--- config.mk ---
export PLATFORM = sky130hd
export DESIGN_NAME = vrot_lane
export DESIGN_NICKNAME = d
export VERILOG_FILES = /design/src/sv/vector_rotate_by_two_angles_assert.svh /design/src/sv/vrot_pkg.sv /design/src/sv/vrot_lane.sv
export SDC_FILE = /design/constraint.sdc
export NUM_CORES = 2
export LEC_CHECK = 0
export BUFFER_PORTS_ARGS = -buffer_cell sky130_fd_sc_hd__clkbuf_2
export CORE_MARGIN = 3
export CORE_UTILIZATION = 55
export DETAILED_ROUTE_END_ITERATION = 8
export PLACE_DENSITY = 0.78
export SETUP_SLACK_MARGIN = 0.3
export SYNTH_ARGS = -nofsm -noshare
export SYNTH_HDL_FRONTEND = slang
export SYNTH_SLANG_ARGS = --single-unit
--- constraint.sdc ---
create_clock -name clk -period 9.1 [get_ports clk]
set_input_delay 1.82 -clock clk [delete_from_list [all_inputs] [get_ports clk]]
set_output_delay 1.82 -clock clk [all_outputs]
set_load 0.02 [all_outputs]
--- src/sv/vector_rotate_by_two_angles_assert.svh ---
// Assertion macros shared by the rotation block.
// Each macro expects a clock named clk and an active-high reset named rst in scope.
`ifndef VECTOR_ROTATE_BY_TWO_ANGLES_ASSERT_SVH
`define VECTOR_ROTATE_BY_TWO_ANGLES_ASSERT_SVH

// antecedent implies consequent in the same cycle
`define VROT_ASSERT_NOW(label, ante, cons, msg) \
  label: assert property (@(posedge clk) disable iff (rst) (ante) |-> (cons)) \
    else $error(msg);

// antecedent implies consequent in the next cycle
`define VROT_ASSERT_NEXT(label, ante, cons, msg) \
  label: assert property (@(posedge clk) disable iff (rst) (ante) |=> (cons)) \
    else $error(msg);

`endif

--- src/sv/vrot_pkg.sv ---
// Shared types, widths and the quarter-wave sine table for the rotation block.
// No dependencies.
package vrot_pkg;

  localparam int SINE_DEPTH_LOG2  = 8;
  localparam int SINE_TABLE_DEPTH = 1 << SINE_DEPTH_LOG2;
  localparam int PHASE_W          = SINE_DEPTH_LOG2 + 2;

  localparam int ANGLE_W     = 16;
  localparam int COEF_W      = 17;
  localparam int VEC_W       = 32;
  localparam int PROD_W      = COEF_W + VEC_W;
  localparam int SUM_W       = PROD_W + 2;
  localparam int ROUND_SHIFT = 15;
  localparam int RND_W       = SUM_W - ROUND_SHIFT;

  localparam logic [COEF_W-1:0] SINE_ONE = 17'h08000;

  // radians per table step
  localparam real PHASE_STEP = 6.283185307179586476925 / (4.0 * SINE_TABLE_DEPTH);

  typedef logic [15:0]               rom_t [SINE_TABLE_DEPTH];
  typedef logic signed [COEF_W-1:0]  coef_t;
  typedef logic signed [VEC_W-1:0]   vec_t;

  // stage loads driven by the top-level pipeline control into each lane
  typedef struct packed {
    logic ld_prod;
    logic ld_sum;
  } lane_ctl_t;

  // entry k = round(sin(2*pi*k / (4*DEPTH)) * 32768), worked out at elaboration
  function automatic rom_t build_sine_rom();
    rom_t rom;
    real  x;
    int   k;
    for (k = 0; k < SINE_TABLE_DEPTH; k++) begin
      x = PHASE_STEP * k;
      rom[k] = 16'($rtoi($floor($sin(x) * 32768.0 + 0.5)));
    end
    return rom;
  endfunction

  localparam rom_t SINE_ROM = build_sine_rom();

endpackage

--- src/sv/vrot_lane.sv ---
// One row of the rotation: three products, exact sum, round and clip.
// Depends on vrot_pkg; stage loads come from the top-level pipeline control.
module vrot_lane import vrot_pkg::*; (
  input  logic      clk,
  input  lane_ctl_t ctl,
  input  coef_t     coef_a,
  input  coef_t     coef_b,
  input  coef_t     coef_c,
  input  vec_t      vec_a,
  input  vec_t      vec_b,
  input  vec_t      vec_c,
  output vec_t      result,
  output logic      clip
);

  localparam logic signed [RND_W-1:0] MAX_VAL = RND_W'(33'sh0_7FFF_FFFF);
  localparam logic signed [RND_W-1:0] MIN_VAL = ~MAX_VAL;

  logic signed [PROD_W-1:0] prod_a;
  logic signed [PROD_W-1:0] prod_b;
  logic signed [PROD_W-1:0] prod_c;
  logic signed [SUM_W-1:0]  sum;
  logic signed [SUM_W-1:0]  biased;
  logic signed [RND_W-1:0]  rounded;
  logic                     over_hi;
  logic                     over_lo;

  always_ff @(posedge clk) begin
    if (ctl.ld_prod) begin
      prod_a <= coef_a * vec_a;
      prod_b <= coef_b * vec_b;
      prod_c <= coef_c * vec_c;
    end
    if (ctl.ld_sum) begin
      sum <= SUM_W'(prod_a) + SUM_W'(prod_b) + SUM_W'(prod_c);
    end
  end

  // round to nearest, ties towards plus infinity
  assign biased  = sum + SUM_W'(1 << (ROUND_SHIFT - 1));
  assign rounded = biased[SUM_W-1:ROUND_SHIFT];
  assign over_hi = rounded > MAX_VAL;
  assign over_lo = rounded < MIN_VAL;
  assign clip    = over_hi | over_lo;

  always_comb begin
    if (over_hi) begin
      result = 32'sh7FFF_FFFF;
    end else if (over_lo) begin
      result = 32'sh8000_0000;
    end else begin
      result = rounded[VEC_W-1:0];
    end
  end

endmodule

* Word-level counts from Yosys, hierarchy flattened
Index checks and enable logic that the tools add are counted.
** Storage, ports and cells
- Bits in registers :: 198
- Bits in latches :: 0
- RAM bits :: 0
- Bits in read-only memories :: 0
- Bits of input ports :: 150
- Output and inout bits :: 33
- Word-level logic and storage cells :: 15
- Memories kept :: 0
** Operators by class
- $add $sub $neg :: 3
- Multipliers :: 3
- Div/mod/pow operators :: 0
- $lt $le $gt $ge :: 2
- Eq/ne operators :: 0
- Shift-type cells :: 0
- Multiplexer cells :: 2
- Bitwise operators :: 1
- Reduce and logical (&&, ||, !) cells :: 0
** Operator list (number)
- 17-bit by 32-bit multiplier with 49-bit output :: 3
- 32-bit 2-to-1 mux :: 2
- 50-bit by 49-bit adder with 51-bit output :: 1
- 51-bit by 16-bit adder with 51-bit output, second input constant :: 1
- 49-bit by 49-bit adder with 50-bit output :: 1
- 36-bit by 32-bit > comparator with 1-bit output, second input constant :: 1
- 36-bit by 32-bit less-than comparator with 1-bit output, second input constant :: 1
- 1-bit OR :: 1

* Longest topological paths before layout
- Word-level depth :: 4
- Depth in mapped cells :: 28
- Gate-level depth less buffers :: 26

* Worst setup path before layout
No wires, ideal clock.
- Path type :: in2reg
- From :: input port vec_b[29]
- To :: register prod_b[48], data pin
- Library setup time :: 260 ps
- Data arrival time :: 7886 ps
- Required time :: 8840 ps
- Setup slack :: 954 ps
- Stages on the path :: 25
- Cell sequence :: clkbuf_1 > nand2_1 > fa_1 > inv_1 > fa_1 > inv_1 > fa_1 > inv_1 > fa_1 > fa_1 > inv_1 > fa_1 > inv_1 > ha_1 > a21o_1 > a21o_1 > a21o_1 > a211o_1 > a21o_1 > a21o_1 > a221oi_2 > o21ai_2 > a221o_1 > a21oi_2 > xnor2_1
** On the way
- Word-level cells in the longest chain between the ends :: 1
** Ends and longest elaborated chain
- start: declaration :: line vrot_lane.sv:10 : input vec_t vec_b,
- 17-bit by 32-bit multiplier with 49-bit output :: line vrot_lane.sv:31 : prod_b <= coef_b * vec_b;
- end signal: assignment :: line vrot_lane.sv:31
- end: declaration :: line vrot_lane.sv:20 : logic signed [PROD_W-1:0] prod_b;
Every way passes these cells.
A chain may end at the register's enable or synchronous reset.

* Worst setup path after layout
- From :: input port vec_a[5]
- To :: register prod_a[45], data pin
** On the way
- Word-level cells in the longest chain between the ends :: 1
** Ends and longest elaborated chain
- start: declaration :: line vrot_lane.sv:9 : input vec_t vec_a,
- 17-bit by 32-bit multiplier with 49-bit output :: line vrot_lane.sv:30 : prod_a <= coef_a * vec_a;
- end signal: assignment :: line vrot_lane.sv:30
- end: declaration :: line vrot_lane.sv:19 : logic signed [PROD_W-1:0] prod_a;
Every way passes these cells.

==> summary.md <==
| Metric | Value |
|---|---|
| Synth Warn # | 0 |
| Async S/R FF share, synth | 0% |
| Routed WL per cell | 19.20 um |
| Storage element area | 0.005525 mm2 |
| Sink Count | 184 |
| DRC | 0 |
| DRT Pass-1 Iters | 5 |
| Worst-Skew Late Latency | 0.45 ns |
| Tot GR Track Use | 27.57% |
| Max incr delay on CP | 0.54 ns |
| Global route total overflow | 0 |
| Initial Util | 55.68% |
| WL final | 161.5 mm |
| Final critical-path required period | 8.465 ns |
| First-pass GRT wire length | 265.6 mm |
| H-tree levels | 4 |
| Die Span X | 349.9 um |
| Core Box Area | 0.1168 mm2 |
| Average cell area after synthesis | 9.465 um2 |
| Critical Path AT | 8.65 ns |
| Hold Crit Class | flip-flop to flip-flop |
| CP delay by family, top | adder cells |
| Complex-gate fraction of the synthesized area | 5.116% |
| Fin crit share | 93.02% |
| Vias/cell | 5.571 |
| CP Max Fanout | 17 |
| Mux contribution to synthesized area | 0.03270% |
| Adder-cell area share of the yosys netlist | 57.17% |
| Yosys cell types | 74 |
| Die ar. | 0.1224 mm2 |
| Placer Congestion | 0.9287 |
| Top_reg_cell synth | edfxtp_1 |
| Sequential share of the synthesized area | 8.494% |
| Synth Area in Simple Gates | 15.39% |
| Hold Path Stages | 3 |
| Post-synthesis cell count | 6873 |
| Die height | 349.9 um |
| Hold Path Origin | prod_c[46] |
| Slew Limit Fails | 0 |
| Port Buffers | 182 |
| Cell repeated most along the worst path | fa_1 |
| Worst flop-to-flop path endpoint | sum[49] |
| Largest net degree at the start of global routing | 84 |
| Worst r2r path cells | 13 |
| Number of DRC markers in iteration 0 | 3343 |
| Final antenna-violating net count | 0 |
| Post-synth EDFFs | 184 |
| Flop2flop setup slack | 4.83 ns |
| FF+latch count, synth | 184 |
| FF-to-FF Start | prod_c[13] |
| Critical path depth | 24 |
| Hold Vio Cnt, Final | 0 |
| CTS tree | yes |
| Clk_skew | 0.01706 ns |
| Layout overhead on the synthesized area | 4.643% |
| Share of layout cells above drive strength 1 | 4.559% |
| Synth Cell Area | 0.06505 mm2 |
| Vias in the first global route | 51664 |
| Crit. End Element | flip-flop |
| Worst Setup Start Kind | input port |
| Setup Buffers After CTS | 0 |
| Syn_nets | 9029 |
| Clock root buffer | clkbuf_16 |
| Max Root-Sink Buffers | 2 |
| Number of rows in the core area | 125 |
| WS Path Type | input port to flip-flop |
| Worst slew pin tran | 1.208 ns |
| Setup TNS | 0 ns |
| Max-cap viol count | 0 |
| Num ports | 183 |
| Nets | 9030 |
| Worst Path Required | 9.28 ns |
| Antenna violations before repair | 3 |
| Filler cells | 9667 |
| Multi-input logic area | 0.05235 mm2 |
| Final Setup Violations | 0 |
| Vias | 46867 |
| Bufs and invs on worst path | 5 |
| Largest family of logic cells by synthesized area | adder cells |
| Status | complete, no violations |
| Fmax | 118.1 MHz |
| Reg clk slew, reported paths | 0.07 ns |
| RSZ-0062 raised after global routing | false |
| DP Wirelength | 134.0 mm |
| Total CTS buffers | 17 |
| Crit-path slowest cell | fa_1 |
| Normalized max-slew margin | 18.58% |
| Hold Crit Endpoint | sum[46] |
| Xor/xnor cell area share of the yosys netlist | 2.760% |
| Crit path cell chain | clkbuf_2 -> and2_1 -> fa_1 -> inv_1 -> fa_1 -> inv_1 -> fa_1 -> fa_1 -> fa_1 -> inv_1 -> fa_1 -> inv_1 -> ha_1 -> a21oi_1 -> o21bai_1 -> a221oi_1 -> o211ai_1 -> a31oi_1 -> o31ai_1 -> a31o_2 -> a21oi_1 -> o21ai_0 -> a21oi_1 -> xnor2_1 |
-- timing repair --
item | 4_1_cts | 5_1_grt
gates resized for setup | 0 | 4
hold endpoints to repair | 0 | 0
hold buffers | 0 | 0
setup endpoints to repair | 0 | 2
-- layout by cell type, fill, tap and decap left out, drive strengths merged, types with 28 or more instances in the layout --
cell type	instances
nor2b	28
clkbuf	196
buf	73
nor3	29
nand2	915
o21ai	113
o21bai	28
a21o	80
edfxtp	184
inv	1649
xor2	58
fa	1611
ha	395
xnor2	147
nand3	59
nand2b	36
nor2	185
a21oi	151
and2	715
-- cells by family (layout without fill, tap and decap cells) --
kind of cell,Yosys count,count (layout)
AND/OR/NAND/NOR,2051,2051
adder cells (fa/ha/maj),2006,2006
buffers and inverters,1913,1927
AO/OA/AOI/OAI,512,512
XOR/XNOR,205,205
flip-flops,184,184
multiplexers,2,2
other,0,1
-- through the flow --
| stage | setup WS [ns] | hold WS [ns] | utilization, % | cells | area [um2] |
|---|---|---|---|---|---|
| 2_1_floorplan | 0.9541 | 0.8160 | - | 6873 | 65050 |
| 3_3_place_gp | 0.2350 | 0.8631 | 57.72 | 8379 | 67430 |
| 3_5_place_dp | 0.1894 | 0.8799 | 57.72 | 8379 | 67430 |
| 4_1_cts | 0.6611 | 0.8981 | 58.26 | 8411 | 68070 |
| 5_1_grt | 0.3061 | 0.9127 | 58.27 | 8412 | 68070 |
| 6_report | 0.6350 | 0.8921 | 58.27 | 8412 | 68070 |
-- worst max-delay path by stage --
stage	startpoint	endpoint	slack, ns
floorplan	vec_b[29]	prod_b[48]	0.95
global placement	coef_b[2]	prod_b[48]	0.24
detailed placement	coef_b[2]	prod_b[48]	0.19
CTS	coef_b[2]	prod_b[48]	0.66
global route	coef_b[3]	prod_b[47]	0.31
finish	vec_a[5]	prod_a[45]	0.63
-- synthesized netlist by cell type (14+ instances only) --
library cell	count	share of area (%)
nand4_1	27	0.26
fa_1	1611	50
ha_1	395	7.6
xor2_1	58	0.78
and3_1	25	0.24
a21o_1	80	0.92
nand3_1	59	0.45
nor2b_1	28	0.27
o21bai_1	28	0.32
clkbuf_1	266	1.5
and2_1	715	6.9
o21a_1	21	0.24
a21oi_1	150	1.2
nand2b_1	36	0.35
inv_1	1640	9.5
edfxtp_1	184	8.5
o211ai_1	14	0.16
o21ai_0	106	0.82
nor2_1	185	1.1
nor3_1	28	0.22
xnor2_1	147	2.0
nand2_1	915	5.3
-- metal layers --
metal / wire (um) / part of all wire (%) / vias to the layer above / track usage, %
li1: - / - / 20271 / -
met1: 59300 / 37 / 24096 / 34.13
met2: 80880 / 50 / 1972 / 47.34
met3: 12260 / 7.6 / 528 / 4.494
met4: 9101 / 5.6 / 0 / 13.08
met5: 0 / 0 / - / 0
-- registers in the layout (all words and copies together), names as in the netlist --
| signal | cells |
|---|---|
| prod_c | 49 |
| sum | 37 |
| prod_b | 49 |
| prod_a | 49 |
-- tightest hold or removal path, cell delays in order, from the launching register on --
cell      delay (ns)
edfxtp_1        0.35
fa_1            0.17
ha_1            0.15
xnor2_1         0.12
-- final cells by class --
type                    count  share of cell area (%)
well taps                1524                   2.801
clock buffers              17                  0.6249
clock inverters            15                  0.3088
diodes                      1                0.003676
inverters                1643                   9.060
flip-flops and latches    184                   8.117
multi-input cells        4776                   76.91
repair buffers            252                   2.178
Power is left out: the tool's default activity adds up to more than one toggle a clock period on the data nets, which glitch-free logic cannot reach.
